<file path="src/rtl/assert_macros.svh">
// assertion macros used by the encoder core
`ifndef ASSERT_MACROS_SVH
`define ASSERT_MACROS_SVH

// property checked on every rising clock edge outside reset
`define ASSERT_ALWAYS(label, clk, rst, prop, msg) \
   label: assert property (@(posedge clk) disable iff (rst) (prop)) else $error(msg);

// implication checked on every rising clock edge outside reset
`define ASSERT_IMPLY(label, clk, rst, cond, prop, msg) \
   label: assert property (@(posedge clk) disable iff (rst) (cond) |-> (prop)) else $error(msg);

`endif

</file>
<file path="src/rtl/rcfe_pkg.sv">
// package with constants and helper functions of the rotator command frame encoder
`timescale 1ns / 1ps
package rcfe_pkg;

   localparam int VALUE_W    = 19;
   localparam int MAG_W      = 17;
   localparam int BYTE_W     = 8;
   localparam int POS_W      = 6;
   localparam int DIG_W      = 3;
   localparam int NUM_VALUES = 4;
   localparam int VAL_IDX_W  = 2;
   localparam int BCD_W      = 4;
   localparam int REQ_DATA_W = 80;

   localparam logic signed [VALUE_W-1:0] VALUE_LIMIT = 19'sd99999;
   localparam logic signed [VALUE_W-1:0] VALUE_FLOOR = -19'sd99999;

   localparam logic [POS_W-1:0] POS_SEQ_TENS  = 6'd4;
   localparam logic [POS_W-1:0] POS_SEQ_ONES  = 6'd5;
   localparam logic [POS_W-1:0] POS_MODE_HI   = 6'd6;
   localparam logic [POS_W-1:0] POS_MODE_LO   = 6'd7;
   localparam logic [POS_W-1:0] POS_T         = 6'd8;
   localparam logic [POS_W-1:0] POS_ZEROS_END = 6'd13;
   localparam logic [POS_W-1:0] POS_SIGN0     = 6'd14;
   localparam logic [POS_W-1:0] POS_SIGN1     = 6'd20;
   localparam logic [POS_W-1:0] POS_SIGN2     = 6'd26;
   localparam logic [POS_W-1:0] POS_SIGN3     = 6'd32;
   localparam logic [POS_W-1:0] POS_VAL_END   = 6'd37;
   localparam logic [POS_W-1:0] POS_CHK_HI    = 6'd38;
   localparam logic [POS_W-1:0] POS_CHK_LO    = 6'd39;
   localparam logic [POS_W-1:0] POS_CR        = 6'd40;
   localparam logic [POS_W-1:0] POS_LF        = 6'd41;

   localparam logic [BYTE_W-1:0] CHAR_0     = 8'h30;
   localparam logic [BYTE_W-1:0] CHAR_1     = 8'h31;
   localparam logic [BYTE_W-1:0] CHAR_5     = 8'h35;
   localparam logic [BYTE_W-1:0] CHAR_A     = 8'h41;
   localparam logic [BYTE_W-1:0] CHAR_T     = 8'h54;
   localparam logic [BYTE_W-1:0] CHAR_PLUS  = 8'h2B;
   localparam logic [BYTE_W-1:0] CHAR_MINUS = 8'h2D;
   localparam logic [BYTE_W-1:0] CHAR_CR    = 8'h0D;
   localparam logic [BYTE_W-1:0] CHAR_LF    = 8'h0A;

   localparam logic [BCD_W-1:0] BCD_MAX = 4'd9;

   typedef logic [MAG_W-1:0] mag_type;

   // place value of the digit, most significant first
   function automatic mag_type pow10(input logic [DIG_W-1:0] dig);
      mag_type p;
      case (dig)
         3'd0: p = 17'd10000;
         3'd1: p = 17'd1000;
         3'd2: p = 17'd100;
         3'd3: p = 17'd10;
         3'd4: p = 17'd1;
         default: p = 17'd1;
      endcase
      return p;
   endfunction

   // uppercase hex character of a nibble
   function automatic logic [BYTE_W-1:0] hex_char(input logic [3:0] n);
      logic [BYTE_W-1:0] c;
      if (n < 4'd10) begin
         c = CHAR_0 + {4'd0, n};
      end else begin
         c = CHAR_A + {4'd0, n - 4'd10};
      end
      return c;
   endfunction

endpackage

</file>
<file path="src/rtl/rotator_command_frame_encoder_core.sv">
// rotator command frame encoder top level: one command in, one 42-byte ascii frame out
// a command is registered in the pending register, then in the frame state registers
// throughput: one frame byte per cycle while rsp_tready does not stall the byte output port
// one command is held while the previous frame is still being sent
// reset: synchronous, active high; clears the sequence number to 0 and drops all
// pending and in-flight work
`timescale 1ns / 1ps
`include "assert_macros.svh"
module rotator_command_frame_encoder_core
   import rcfe_pkg::*;
(
   input  logic                  clock,
   input  logic                  reset,
   input  logic                  req_tvalid,
   output logic                  req_tready,
   // az_target_centi, el_target_centi, az_rate_milli, el_rate_milli, zero fill
   input  logic [REQ_DATA_W-1:0] req_tdata,
   output logic                  rsp_tvalid,
   input  logic                  rsp_tready,
   // tx_byte
   output logic [BYTE_W-1:0]     rsp_tdata,
   output logic                  rsp_tlast
);

   // pending command
   logic                                pend_valid_ff, pend_valid_in;
   logic signed [VALUE_W-1:0]           pend_ff [NUM_VALUES];
   logic signed [VALUE_W-1:0]           pend_in [NUM_VALUES];

   // frame in progress
   logic                    active_ff, active_in;
   logic [POS_W-1:0]        pos_ff, pos_in;
   logic [NUM_VALUES-1:0]   neg_ff, neg_in;
   mag_type                 mag_ff [NUM_VALUES];
   mag_type                 mag_in [NUM_VALUES];
   mag_type                 rem_ff, rem_in;
   logic [DIG_W-1:0]        dig_ff, dig_in;
   logic [BYTE_W-1:0]       sum_ff, sum_in;
   logic [BCD_W-1:0]        tens_ff, tens_in;
   logic [BCD_W-1:0]        ones_ff, ones_in;

   // output register
   logic                    out_valid_ff, out_valid_in;
   logic [BYTE_W-1:0]       out_byte_ff, out_byte_in;
   logic                    out_last_ff, out_last_in;

   logic                    req_fire;
   logic                    step;
   logic                    last_step;
   logic                    start;
   logic                    is_sign;
   logic                    in_payload;
   logic [VAL_IDX_W-1:0]    vi;
   mag_type                 place;
   mag_type                 sub;
   logic [BCD_W-1:0]        digit;
   logic [BYTE_W-1:0]       chk;
   logic [BYTE_W-1:0]       byte_val;
   mag_type                 sat_mag [NUM_VALUES];
   logic [NUM_VALUES-1:0]   sat_neg;

   assign req_fire   = req_tvalid && req_tready;
   assign step       = active_ff && (!out_valid_ff || rsp_tready);
   assign last_step  = step && (pos_ff == POS_LF);
   assign start      = pend_valid_ff && (!active_ff || last_step);
   assign req_tready = !pend_valid_ff || start;

   assign rsp_tvalid = out_valid_ff;
   assign rsp_tdata  = out_byte_ff;
   assign rsp_tlast  = out_last_ff;

   // saturation and sign split, one lane per value
   always_comb begin
      for (int i = 0; i < NUM_VALUES; i++) begin
         if (pend_ff[i] > VALUE_LIMIT) begin
            sat_neg[i] = 1'b0;
            sat_mag[i] = VALUE_LIMIT[MAG_W-1:0];
         end else if (pend_ff[i] < VALUE_FLOOR) begin
            sat_neg[i] = 1'b1;
            sat_mag[i] = VALUE_LIMIT[MAG_W-1:0];
         end else if (pend_ff[i] < 0) begin
            sat_neg[i] = 1'b1;
            sat_mag[i] = mag_type'(-pend_ff[i]);
         end else begin
            sat_neg[i] = 1'b0;
            sat_mag[i] = pend_ff[i][MAG_W-1:0];
         end
      end
   end

   // one decimal digit of the current value, most significant first
   always_comb begin
      place = pow10(dig_ff);
      digit = '0;
      sub   = '0;
      for (int k = 1; k <= 9; k++) begin
         if (rem_ff >= mag_type'(k * int'(place))) begin
            digit = BCD_W'(k);
            sub   = mag_type'(k * int'(place));
         end
      end
   end

   always_comb begin
      vi = '0;
      case (pos_ff)
         POS_SIGN0: vi = 2'd0;
         POS_SIGN1: vi = 2'd1;
         POS_SIGN2: vi = 2'd2;
         POS_SIGN3: vi = 2'd3;
         default:   vi = 2'd0;
      endcase
   end

   assign is_sign    = (pos_ff == POS_SIGN0) || (pos_ff == POS_SIGN1) ||
                       (pos_ff == POS_SIGN2) || (pos_ff == POS_SIGN3);
   assign in_payload = (pos_ff >= POS_SEQ_TENS) && (pos_ff <= POS_VAL_END);
   assign chk        = 8'd0 - sum_ff;

   // frame byte at the current position
   always_comb begin
      if (pos_ff < POS_SEQ_TENS) begin
         byte_val = CHAR_5;
      end else if (pos_ff == POS_SEQ_TENS) begin
         byte_val = CHAR_0 + {4'd0, tens_ff};
      end else if (pos_ff == POS_SEQ_ONES) begin
         byte_val = CHAR_0 + {4'd0, ones_ff};
      end else if (pos_ff == POS_MODE_HI) begin
         byte_val = CHAR_0;
      end else if (pos_ff == POS_MODE_LO) begin
         byte_val = CHAR_1;
      end else if (pos_ff == POS_T) begin
         byte_val = CHAR_T;
      end else if (pos_ff <= POS_ZEROS_END) begin
         byte_val = CHAR_0;
      end else if (is_sign) begin
         byte_val = neg_ff[vi] ? CHAR_MINUS : CHAR_PLUS;
      end else if (pos_ff <= POS_VAL_END) begin
         byte_val = CHAR_0 + {4'd0, digit};
      end else if (pos_ff == POS_CHK_HI) begin
         byte_val = hex_char(chk[7:4]);
      end else if (pos_ff == POS_CHK_LO) begin
         byte_val = hex_char(chk[3:0]);
      end else if (pos_ff == POS_CR) begin
         byte_val = CHAR_CR;
      end else begin
         byte_val = CHAR_LF;
      end
   end

   // next state
   always_comb begin
      pend_valid_in = pend_valid_ff;
      pend_in       = pend_ff;
      active_in     = active_ff;
      pos_in        = pos_ff;
      neg_in        = neg_ff;
      mag_in        = mag_ff;
      rem_in        = rem_ff;
      dig_in        = dig_ff;
      sum_in        = sum_ff;
      tens_in       = tens_ff;
      ones_in       = ones_ff;
      out_valid_in  = out_valid_ff;
      out_byte_in   = out_byte_ff;
      out_last_in   = out_last_ff;

      if (rsp_tready) begin
         out_valid_in = 1'b0;
      end

      if (step) begin
         out_valid_in = 1'b1;
         out_byte_in  = byte_val;
         out_last_in  = (pos_ff == POS_LF);
         pos_in       = pos_ff + 6'd1;
         if (in_payload) begin
            sum_in = sum_ff + byte_val;
         end
         if (is_sign) begin
            rem_in = mag_ff[vi];
            dig_in = '0;
         end else if ((pos_ff > POS_SIGN0) && (pos_ff <= POS_VAL_END)) begin
            rem_in = rem_ff - sub;
            dig_in = dig_ff + 3'd1;
         end
         if (pos_ff == POS_LF) begin
            active_in = 1'b0;
            if (ones_ff == BCD_MAX) begin
               ones_in = '0;
               tens_in = (tens_ff == BCD_MAX) ? '0 : tens_ff + 4'd1;
            end else begin
               ones_in = ones_ff + 4'd1;
            end
         end
      end

      if (start) begin
         active_in     = 1'b1;
         pos_in        = '0;
         sum_in        = '0;
         neg_in        = sat_neg;
         mag_in        = sat_mag;
         pend_valid_in = 1'b0;
      end

      if (req_fire) begin
         pend_valid_in = 1'b1;
         for (int i = 0; i < NUM_VALUES; i++) begin
            pend_in[i] = req_tdata[i*VALUE_W +: VALUE_W];
         end
      end
   end

   always_ff @(posedge clock) begin
      if (reset) begin
         pend_valid_ff <= 1'b0;
         active_ff     <= 1'b0;
         pos_ff        <= '0;
         dig_ff        <= '0;
         tens_ff       <= '0;
         ones_ff       <= '0;
         out_valid_ff  <= 1'b0;
         out_last_ff   <= 1'b0;
      end else begin
         pend_valid_ff <= pend_valid_in;
         active_ff     <= active_in;
         pos_ff        <= pos_in;
         dig_ff        <= dig_in;
         tens_ff       <= tens_in;
         ones_ff       <= ones_in;
         out_valid_ff  <= out_valid_in;
         out_last_ff   <= out_last_in;
      end
   end

   always_ff @(posedge clock) begin
      pend_ff     <= pend_in;
      neg_ff      <= neg_in;
      mag_ff      <= mag_in;
      rem_ff      <= rem_in;
      sum_ff      <= sum_in;
      out_byte_ff <= out_byte_in;
   end

   `ASSERT_IMPLY(a_last_is_lf, clock, reset, rsp_tvalid && rsp_tlast,
      rsp_tdata == CHAR_LF, "frame end without line feed")
   `ASSERT_IMPLY(a_pos_in_frame, clock, reset, active_ff,
      pos_ff <= POS_LF, "frame position beyond last byte")
   `ASSERT_ALWAYS(a_seq_bcd, clock, reset,
      (tens_ff <= BCD_MAX) && (ones_ff <= BCD_MAX), "sequence digit out of range")
   `ASSERT_IMPLY(a_frame_restart, clock, reset, active_ff && (pos_ff == POS_LF) && step,
      ##1 (pos_ff == '0) || !active_ff, "frame did not restart after last byte")

endmodule

</file>
<file path="config.mk">
export PLATFORM = sky130hd
export DESIGN_NAME = rotator_command_frame_encoder_core
export DESIGN_NICKNAME = d
export VERILOG_FILES = /design/src/rtl/rcfe_pkg.sv /design/src/rtl/rotator_command_frame_encoder_core.sv
export VERILOG_INCLUDE_DIRS = /design/src /design/src/rtl
export SDC_FILE = /design/constraint.sdc
export NUM_CORES = 1
export LEC_CHECK = 0
export BUFFER_PORTS_ARGS = -buffer_cell sky130_fd_sc_hd__buf_2
export CAP_MARGIN = 0
export CORE_UTILIZATION = 69
export CTS_BUF_LIST = sky130_fd_sc_hd__clkbuf_4 sky130_fd_sc_hd__clkbuf_8
export CTS_CLUSTER_DIAMETER = 120
export CTS_CLUSTER_SIZE = 28
export DETAILED_ROUTE_END_ITERATION = 16
export PLACE_DENSITY = 0.89
export SLEW_MARGIN = 40
export SYNTH_ARGS = -nofsm -noshare
export SYNTH_HDL_FRONTEND = slang
export SYNTH_SLANG_ARGS = --single-unit
</file>
<file path="constraint.sdc">
create_clock -name clock -period 17.6 [get_ports clock]
set_clock_uncertainty 0.15 [all_clocks]
set_input_delay 1.76 -clock clock [delete_from_list [all_inputs] [get_ports clock]]
set_output_delay 1.76 -clock clock [all_outputs]
set_load 0.1 [all_outputs]
</file>
==> metrics.md, run 1 <==
| Metric | Value |
|---|---|
| Outcome | `complete, no violations` |
| Core area | `22570 sq um` |
| Antenna violations before repair | `0` |
| Period utilisation layout | `0.6331` |
| Worst slack at placement | `6.956 ns` |
| Clk Latency, worst-skew pair | `0.53 ns` |
| Most used cell, CP | `ha_1` |
| Reg clk slew, reported paths | `0.16 ns` |
| Hold_buf cts | `0` |
| Synth Area in Adders | `0.1634` |
| Placed Cells | `2013` |
| Vias/cell | `between 6 and 7` |
| Pwr per Cell Area | `between 50 and 60 nW/um^2` |
| EDFF count, synth | `172` |
| Smallest setup slack after layout | `6.457 ns` |
| Mapped cell area | `approximately 16000 sq um` |
| Commonest non-fill, non-tap cell in the layout | `ha_1` |
| Post-route design area | `16790 sq um` |
| Min-delay worst type | `register to register` |
| Post-CTS Setup Bufs | `0` |
| Worst slew margin | `0.3930` |
| Final Hold Viols | `0` |
| Die X | `153.6 um` |
| DRT iter0 DRCs | `1356` |
| Distinct cells, synth | `89` |
| IO Port Bufs | `about 90` |
| Die Height | `153.6 um` |
| Post-Route WL | `about 42 mm` |
| Share of cells above drive strength 1 | `0.09289` |
| Startpoint class of the critical path | `register` |
| Cells after Synth | `between 1500 and 2000` |
| Nets | `between 2000 and 2500` |
| Register area share after synthesis | `0.3625` |
| FP Rows | `55` |
| First-pass GRT wire length | `65.63 mm` |
| Worst setup EP type | `register` |
| Global placement routability congestion | `between 1 and 1.5` |
| Max Buffers Root-to-Sink | `3` |
| Max cap viols | `0` |
| Hold_ws | `0.3328 ns` |
| Final setup violating endpoints | `0` |
| Top FF cell, synth | `edfxtp_1` |
| DR WL/cell | `20.78 um` |
| Largest family of logic cells by synthesized area | `compound AO/OA/AOI/OAI gates` |
| Setup TNS Final | `0 ns` |
| Mux contribution to synthesized area | `0.008368` |
| Vias in the first global route | `12640` |
| Worst VDD drop | `0.00009274 V` |
| Via count | `13430` |
| Simple logic cell fraction of the synthesized area | `0.1671` |
| CP required | `between 15 and 20 ns` |
| Yosys Warn Count | `0` |
| Leak | `0.006774 uW` |
| Post-DP HPWL | `32.12 mm` |
| Fmax achieved | `89.74 MHz` |
| Final min period | `11.14 ns` |
| Synth Area in Compound Gates | `0.1935` |
| Final cell count without fillers | `2029` |
| Internal power | `639.9 uW` |
| Clock Sinks | `201` |
| Slew @ Worst Pin | `0.9087 ns` |
| Overflow left after global routing | `0` |
| CP max FO | `15` |
| Crit path largest cell delay | `0.70 ns` |
| DRT antenna net count | `0` |
| Sw power | `208.0 uW` |
| CTS tree | `built` |
| H-Tree Depth | `1` |
| Slowest CP cell | `o21ai_0` |
| # DRC | `0` |
| RSZ-0062 raised after global routing | `no` |
| DRT Pass-1 Iters | `8` |
| Comb power frac | `0.097` |
| CTS resizes | `0` |
| Switching share of total power | `0.2453` |
| Critical path type | `register to register` |
| Final Slew Violations | `0` |
| Reg power frac | `0.663` |
| #FFs+latches synth | `201` |
| Synth Area per Inst | `around 9.4 sq um` |
| # diodes | `0` |
| Synth Area in XOR/XNOR | `0.07183` |
| Area Overhead vs Synth | `5.944%` |
| IO Count | `95` |
| Die ar. | `23580 sq um` |
| Placed Area | `16570 sq um` |
| Clock root cell | `clkbuf_8` |
| Clk pwr share | `0.241` |
| Total track usage | `0.3543` |
| Largest net degree at the start of global routing | `77` |
| Arrival @ worst endpoint | `11.26 ns` |
| Commonest non-fill, non-tap cells in the layout | `191 x ha_1, 175 x nand2_1, 172 x edfxtp_1, 135 x nor2_1, 93 x o21ai_0` |
| CTS buffer count | `11` |
| Async S/R FF share, synth | `0` |
| Starting Density | `0.7022` |
## stage by stage
step | util | total power [uW]
final | 0.7440 | 847.8
after global routing | 0.7440 | 874.8
after floorplan | - | 626.0
after global placement | 0.7332 | 646.7
after CTS | 0.7427 | 849.7
after detailed placement | 0.7343 | 652.5
## final cells by class
cell class                      instances  area [sq um]
Clock buffer                           13         166.4
Clock inverter                          2         25.02
Fill cell                            1638          5779
Inverter                               80         300.3
Multi-Input combinational cell       1349          9671
Sequential cell                       201          5746
Tap cell                              285         356.6
Timing Repair Buffer                   99         528.0
## worst paths after layout
check | end | slack [ns] | startpoint | cells after the start
max | rem_ff[16] | 6.46 | dig_ff[0] | 35
min | rsp_tlast | 0.33 | rsp_tlast | 2
max reg2reg | rem_ff[16] | 6.46 | dig_ff[0] | 35
min reg2reg | rsp_tlast | 0.33 | rsp_tlast | 2
## synth_stat cells (all sizes together), types with 11 or more instances
| library cell | count | area share |
|---|---|---|
| a211oi | 19 | 0.0090 |
| a21o | 38 | 0.018 |
| a21oi | 93 | 0.030 |
| a311o | 20 | 0.013 |
| a31oi | 19 | 0.0088 |
| and3 | 19 | 0.0075 |
| buf | 11 | 0.0037 |
| clkbuf | 43 | 0.010 |
| dfxtp | 29 | 0.037 |
| edfxtp | 172 | 0.33 |
| ha | 191 | 0.15 |
| inv | 79 | 0.019 |
| mux2i | 11 | 0.0069 |
| nand2 | 175 | 0.041 |
| nand2b | 18 | 0.0073 |
| nand3 | 32 | 0.010 |
| nand4 | 21 | 0.0087 |
| nor2 | 136 | 0.032 |
| nor2b | 22 | 0.0087 |
| nor3 | 41 | 0.013 |
| o211ai | 16 | 0.0076 |
| o21a | 11 | 0.0052 |
| o21ai | 99 | 0.031 |
| o22ai | 22 | 0.0087 |
| o31ai | 35 | 0.017 |
| or2 | 21 | 0.0083 |
| xnor2 | 49 | 0.027 |
| xor2 | 81 | 0.045 |
## flip-flops by register name, summed over array words and instances (netlist names)
| register | count |
|---|---|
| neg_ff | 4 |
| pend_valid_ff | 1 |
| pos_ff | 6 |
| dig_ff | 3 |
| sum_ff | 8 |
| ones_ff | 4 |
| rsp_tvalid | 1 |
| tens_ff | 4 |
| rsp_tlast | 1 |
| rem_ff | 17 |
| active_ff | 1 |
| pend_ff | 76 |
| mag_ff | 68 |
| rsp_tdata | 7 |
## kinds of logic after synthesis
kind of cell	count (synthesis)
multiplexers	13
XOR/XNOR	130
AO/OA/AOI/OAI	451
buffers and inverters	134
flip-flops	201
AND/OR/NAND/NOR	549
other	2
adder cells (fa/ha/maj)	201
## worst max-delay path, delay by kind of cell (launching register included)
family                   cells  cell delay [ns]
XOR/XNOR                     2             0.36
adder cells (fa/ha/maj)      7             2.43
AND/OR/NAND/NOR              9             2.64
flip-flops                   1             0.39
AO/OA/AOI/OAI               13             3.72
buffers and inverters        4             1.17
## power groups by stage
stage,Sequential [uW],Combinational [uW],Clock [uW]
floorplan,571,55.0,0
global placement,571,76.1,0
detailed placement,572,80.5,0
CTS,561,81.2,207
global route,564,90.8,219
finish,562,81.9,204
## per-layer routing
metal / GRT usage / routed length (um) / up-vias
li1: - / - / 6351
met1: 0.4478 / 17010 / 6324
met2: 0.6141 / 20040 / 639
met3: 0.03354 / 3081 / 115
met4: 0.1671 / 2032 / 0
met5: 0 / 0 / -
No activity file was read; power rests on OpenSTA's default activity.
==> inputs of run 2 (changes only) <==
CORE_UTILIZATION = 64   (was 69)
PLACE_DENSITY = 0.83   (was 0.89)
clock period = 10.6 ns   (was 17.6 ns; I/O delays follow)
==> metrics.md, run 2 (synthesized netlist as in run 1, its figures left out) <==
| Metric | Value |
|---|---|
| Reg clk slew, reported paths | `0.16 ns (about the same)` |
| IO Count | `95 (unchanged)` |
| Max Buffers Root-to-Sink | `3 (unchanged)` |
| Vias/cell | `6.334 (was 6.619)` |
| CP required | `10.72 ns (was 17.72 ns)` |
| Most used cell, CP | `ha_1 (unchanged)` |
| Post-Route WL | `40.33 mm (was 42.17 mm)` |
| IO Port Bufs | `89 (unchanged)` |
| Max cap viols | `0 (unchanged)` |
| Clock Sinks | `201 (unchanged)` |
| Met3 wire length | `2.712 mm (was 3.081 mm)` |
| Area Overhead vs Synth | `6.647% (was 5.944%)` |
| Min-delay worst type | `register to register (unchanged)` |
| Period utilisation layout | `0.9048 (was 0.6331)` |
| Leak | `0.006830 uW (was 0.006774 uW)` |
| Arrival @ worst endpoint | `9.72 ns (was 11.26 ns)` |
| Hold_ws | `0.3413 ns (was 0.3328 ns)` |
| Pwr per Cell Area | `83.00 nW/um^2 (was 50.49 nW/um^2)` |
| Biggest register | `pend_ff (unchanged)` |
| Max layer used | `met4 (unchanged)` |
| Slew @ Worst Pin | `0.7953 ns (was 0.9087 ns)` |
| DR WL/cell | `19.38 um (was 20.78 um)` |
| Worst slew margin | `0.4685 (was 0.3930)` |
| Starting Density | `0.6517 (was 0.7022)` |
| Die Height | `159.4 um (was 153.6 um)` |
| Final Slew Violations | `0 (unchanged)` |
| Clock root cell | `clkbuf_8 (unchanged)` |
| Final Hold Viols | `0 (unchanged)` |
| Commonest non-fill, non-tap cells in the layout | `191 x ha_1, 175 x nand2_1, 172 x edfxtp_1, 135 x nor2_1, 93 x o21ai_0 (unchanged)` |
| Startpoint class of the critical path | `register (unchanged)` |
| Largest registers | `pend_ff (76), mag_ff (68), rem_ff (17) (unchanged)` |
| Final min period | `9.591 ns (was 11.14 ns)` |
| Worst VDD drop | `0.0001394 V (was 0.00009274 V)` |
| Total track usage | `0.3185 (was 0.3543)` |
| Metal-1 WL | `16.85 mm (was 17.01 mm)` |
| Critical path type | `register to register (unchanged)` |
| Share of cells above drive strength 1 | `0.09624 (was 0.09289)` |
| CTS tree | `built (unchanged)` |
| DRT iter0 DRCs | `1124 (was 1356)` |
| CP max FO | `14 (was 15)` |
| Setup TNS Final | `0 ns (unchanged)` |
| Met2 WL | `19.10 mm (was 20.04 mm)` |
| Die ar. | `25400 sq um (was 23580 sq um)` |
| Antenna violations before repair | `0 (unchanged)` |
| Nets | `2039 (was 2027)` |
| Via count | `13180 (was 13430)` |
| Global placement routability congestion | `1.030 (was 1.003)` |
| Hold_buf cts | `0 (unchanged)` |
| Largest net degree at the start of global routing | `77 (unchanged)` |
| Core area | `24320 sq um (was 22570 sq um)` |
| Post-CTS Setup Bufs | `0 (unchanged)` |
| H-Tree Depth | `1 (unchanged)` |
| Final setup violating endpoints | `0 (unchanged)` |
| Number of flip-flops in the largest register | `76 (unchanged)` |
| Die X | `159.4 um (was 153.6 um)` |
| Fmax achieved | `104.3 MHz (was 89.74 MHz)` |
| DRT Pass-1 Iters | `5 (was 8)` |
| Worst setup EP type | `register (unchanged)` |
| Overflow left after global routing | `0 (unchanged)` |
| Design Power | `1403 uW (was 847.8 uW)` |
| RSZ-0062 raised after global routing | `no (unchanged)` |
| Commonest non-fill, non-tap cell in the layout | `ha_1 (unchanged)` |
| Post-DP HPWL | `31.48 mm (was 32.12 mm)` |
| # DRC | `0 (unchanged)` |
| Slowest CP cell | `or4_1 (was o21ai_0)` |
| CTS buffer count | `11 (unchanged)` |
| DRT antenna net count | `0 (unchanged)` |
| Crit path largest cell delay | `0.55 ns (was 0.70 ns)` |
| Clk Latency, worst-skew pair | `0.53 ns (about the same)` |
| FP Rows | `57 (was 55)` |
| First-pass GRT wire length | `64.47 mm (was 65.63 mm)` |
| Vias in the first global route | `12350 (was 12640)` |
| CTS resizes | `0 (unchanged)` |
| Outcome | `complete, no violations (unchanged)` |
-- run 2: worst max-delay path: cells and delay by family, from the launching register on --
kind / cells / cell delay [ns]
DFF: 1 / 0.44
adders and majority gates: 7 / 2.39
xor gates and xnor gates: 2 / 0.43
buffers and inverters: 5 / 0.77
and+or+nand+nor: 10 / 2.11
AOI/OAI and AO/OA: 14 / 3.05
-- run 2: metrics by stage --
| stage | setup slack (ns) | cell area, sq um | utilization | cells |
|---|---|---|---|---|
| finish | 1.009 | 16900 | 0.6951 | 2081 |
| floorplan | 1.897 | 15860 | - | 1684 |
| CTS | 1.186 | 16880 | 0.6942 | 2079 |
| detailed placement | 1.238 | 16690 | 0.6863 | 2064 |
| global route | 0.3785 | 16900 | 0.6950 | 2080 |
| global placement | 1.430 | 16680 | 0.6859 | 2064 |
-- run 2: final timing paths --
| kind | start | endpoint | slack (ns) | depth (start not counted) |
|---|---|---|---|---|
| worst min register to register | rsp_tlast | rsp_tlast | 0.34 | 2 |
| worst min-delay path | rsp_tlast | rsp_tlast | 0.34 | 2 |
| worst max-delay path | dig_ff[0] | rem_ff[16] | 1.01 | 38 |
| worst max register to register | dig_ff[0] | rem_ff[16] | 1.01 | 38 |
-- run 2: area by class of cell --
cell class,count,area [sq um]
inverters,80,300.3
repair buffers,111,621.8
diodes,1,2.502
multi-input cells,1349,9637
fillers,1914,7416
clock buffers,13,166.4
clock inverters,2,25.02
well taps,324,405.4
flip-flops and latches,201,5746
-- run 2: report_power, final --
group | switching [uW] | internal, uW
clock network | 228 | 110
logic | 83.6 | 50.7
registers | 29.4 | 902
total | 341 | 1060
-- run 2: metal layers --
| layer | vias up | global-route usage |
|---|---|---|
| li1 | 6399 | - |
| met1 | 6142 | 0.4167 |
| met2 | 531 | 0.5401 |
| met3 | 109 | 0.03569 |
| met4 | 0 | 0.1298 |
| met5 | - | 0 |
==> inputs of run 3 (changes only) <==
CORE_UTILIZATION = 63   (was 64)
CTS_BUF_LIST = default   (was sky130_fd_sc_hd__clkbuf_4 sky130_fd_sc_hd__clkbuf_8)
PLACE_DENSITY = 0.82   (was 0.83)
==> metrics.md, run 3 (synthesized netlist as in run 1, its figures left out) <==
| Metric | Value |
|---|---|
| Number of flip-flops in the largest register | `76 (unchanged)` |
| Worst slew margin | `0.4309 (was 0.4685)` |
| Post-Route WL | `41.38 mm (was 40.33 mm)` |
| Commonest non-fill, non-tap cells in the layout | `191 x ha_1, 175 x nand2_1, 172 x edfxtp_1, 135 x nor2_1, 93 x o21ai_0 (unchanged)` |
| Global placement routability congestion | `0.9987 (was 1.030)` |
| Critical path type | `register to register (unchanged)` |
| Post-DP HPWL | `32.50 mm (was 31.48 mm)` |
| Reg power frac | `0.616 (was 0.664)` |
| Worst reg2reg path endpoint | `rem_ff[16] (unchanged)` |
| RSZ-0062 raised after global routing | `no (unchanged)` |
| Worst slack at placement | `1.207 ns (was 1.238 ns)` |
| Largest net degree at the start of global routing | `77 (unchanged)` |
| CTS buffer count | `11 (unchanged)` |
| Leak | `0.006897 uW (was 0.006830 uW)` |
| Smallest setup slack after layout | `1.039 ns (was 1.009 ns)` |
| Hold_ws | `0.3289 ns (was 0.3413 ns)` |
| Vias in the first global route | `12460 (was 12350)` |
| Design Power | `1510 uW (was 1403 uW)` |
| Clk pwr share | `0.295 (was 0.241)` |
| Crit path largest cell delay | `0.48 ns (was 0.55 ns)` |
| Share of cells above drive strength 1 | `0.09659 (was 0.09624)` |
| Die Height | `160.6 um (was 159.4 um)` |
| Most used cell, CP | `ha_1 (unchanged)` |
| Startpoint class of the critical path | `register (unchanged)` |
| H-Tree Depth | `1 (unchanged)` |
| Area Overhead vs Synth | `7.554% (was 6.647%)` |
| R2R setup slack | `1.04 ns (was 1.01 ns)` |
| Comb power frac | `0.089 (was 0.096)` |
| Slew @ Worst Pin | `0.8515 ns (was 0.7953 ns)` |
| Biggest register | `pend_ff (unchanged)` |
| IO Count | `95 (unchanged)` |
| CP max FO | `14 (unchanged)` |
| FP Rows | `57 (unchanged)` |
| Antenna violations before repair | `0 (unchanged)` |
| Reg2Reg Launch Point | `dig_ff[0] (unchanged)` |
| Hold_buf cts | `0 (unchanged)` |
| Hold path start | `rsp_tlast (unchanged)` |
| Overflow left after global routing | `0 (unchanged)` |
| Vias/cell | `6.330 (was 6.334)` |
| Max Buffers Root-to-Sink | `3 (unchanged)` |
| Clock root cell | `clkbuf_16 (was clkbuf_8)` |
| First-pass GRT wire length | `65.01 mm (was 64.47 mm)` |
| Setup TNS Final | `0 ns (unchanged)` |
| Post-route design area | `17050 sq um (was 16900 sq um)` |
| CP delay by family, top | `compound AO/OA/AOI/OAI gates (unchanged)` |
| Outcome | `complete, no violations (unchanged)` |
| Final setup violating endpoints | `0 (unchanged)` |
| Die ar. | `25800 sq um (was 25400 sq um)` |
| Final Hold Viols | `0 (unchanged)` |
| CP required | `10.67 ns (was 10.72 ns)` |
| Largest registers | `pend_ff (76), mag_ff (68), rem_ff (17) (unchanged)` |
| Pwr per Cell Area | `88.60 nW/um^2 (was 83.00 nW/um^2)` |
| CTS resizes | `0 (unchanged)` |
| Starting Density | `0.6479 (was 0.6517)` |
| Fmax achieved | `104.6 MHz (was 104.3 MHz)` |
| Core area | `24460 sq um (was 24320 sq um)` |
| Slowest CP cell | `o41a_1 (was or4_1)` |
| Nets | `2043 (was 2039)` |
| Via count | `13200 (was 13180)` |
| Hold EP | `rsp_tlast (unchanged)` |
| Clock Sinks | `201 (unchanged)` |
| Final Slew Violations | `0 (unchanged)` |
| Min-delay worst type | `register to register (unchanged)` |
| DR WL/cell | `19.84 um (was 19.38 um)` |
| Reg clk slew, reported paths | `0.11 ns (was 0.16 ns)` |
| Worst setup EP type | `register (unchanged)` |
| Placed Area | `16720 sq um (was 16690 sq um)` |
| Final min period | `9.561 ns (was 9.591 ns)` |
| Switching share of total power | `0.2390 (was 0.2428)` |
| IO Port Bufs | `89 (unchanged)` |
| Total track usage | `0.3208 (was 0.3185)` |
| R2R cell count | `40 (was 38)` |
| Clk Latency, worst-skew pair | `0.48 ns (was 0.53 ns)` |
| Sw power | `360.9 uW (was 340.6 uW)` |
| Period utilisation layout | `0.9020 (was 0.9048)` |
| # DRC | `0 (unchanged)` |
| DRT iter0 DRCs | `1177 (was 1124)` |
| Hold Path Cell Cnt | `2 (unchanged)` |
| Worst VDD drop | `0.0001480 V (was 0.0001394 V)` |
| Commonest non-fill, non-tap cell in the layout | `ha_1 (unchanged)` |
| Die X | `160.6 um (was 159.4 um)` |
| DRT Pass-1 Iters | `5 (unchanged)` |
| DRT antenna net count | `0 (unchanged)` |
| Internal power | `1149 uW (was 1062 uW)` |
| CTS tree | `built (unchanged)` |
| Worst path bufs/invs | `7 (was 5)` |
| Max cap viols | `0 (unchanged)` |
| Post-CTS Setup Bufs | `0 (unchanged)` |
| Arrival @ worst endpoint | `9.63 ns (was 9.72 ns)` |
==> run 3: cell count changes in the layout (fill, tap and decap cells not counted), sizes merged <==
cell	previous run	this run
diode	1	2
clkinvlp	0	1
inv	81	80
buf	111	115
==> run 3: how the worst max path moves through the flow <==
stage,from,endpoint,slack [ns],cells past startpoint
6_report,dig_ff[0],rem_ff[16],1.04,40
5_1_grt,dig_ff[0],rem_ff[16],0.44,40
4_1_cts,dig_ff[0],rem_ff[16],1.18,40
3_5_place_dp,dig_ff[0],rem_ff[16],1.21,40
3_3_place_gp,dig_ff[0],rem_ff[16],1.47,40
2_1_floorplan,dig_ff[0],rem_ff[16],1.90,37
==> run 3: worst register-to-register path: cells and delay by family, from the launching register on <==
kind                       cells  cell delay, ns
buffers and inverters          7            1.19
and+or+nand+nor                9            1.87
AOI/OAI and AO/OA             16            3.68
DFF                            1            0.37
adders and majority gates      7            1.92
xor gates and xnor gates       1            0.14
==> run 3: cell type report <==
cell class / count / area (sq um)
flip-flops and latches: 201 / 5746
repair buffers: 115 / 648.1
multi-input cells: 1349 / 9633
clock buffers: 13 / 282.8
well taps: 324 / 405.4
fillers: 1937 / 7415
diodes: 2 / 5.005
clock inverters: 2 / 27.53
inverters: 80 / 300.3
==> run 3: per-stage QoR <==
| step | utilization | std cells |
|---|---|---|
| finish | 0.6969 | 2086 |
| global route | 0.6967 | 2084 |
| detailed placement | 0.6837 | 2069 |
| floorplan | - | 1684 |
| CTS | 0.6964 | 2084 |
| global placement | 0.6834 | 2069 |
==> run 3: power groups by stage <==
| stage | clock network, uW | registers [uW] | logic (uW) |
|---|---|---|---|
| 2_1_floorplan | 0 | 948 | 91.3 |
| 3_3_place_gp | 0 | 947 | 129 |
| 3_5_place_dp | 0 | 949 | 134 |
| 4_1_cts | 449 | 931 | 135 |
| 5_1_grt | 473 | 935 | 150 |
| 6_report | 445 | 931 | 135 |
==> run 3: metal layers <==
layer / vias to the layer above / track usage / routed length (um)
met5: - / 0 / 0
met4: 0 / 0.1416 / 1776
met3: 104 / 0.03048 / 2333
met2: 517 / 0.5411 / 19460
met1: 6176 / 0.4200 / 17810
li1: 6407 / - / -
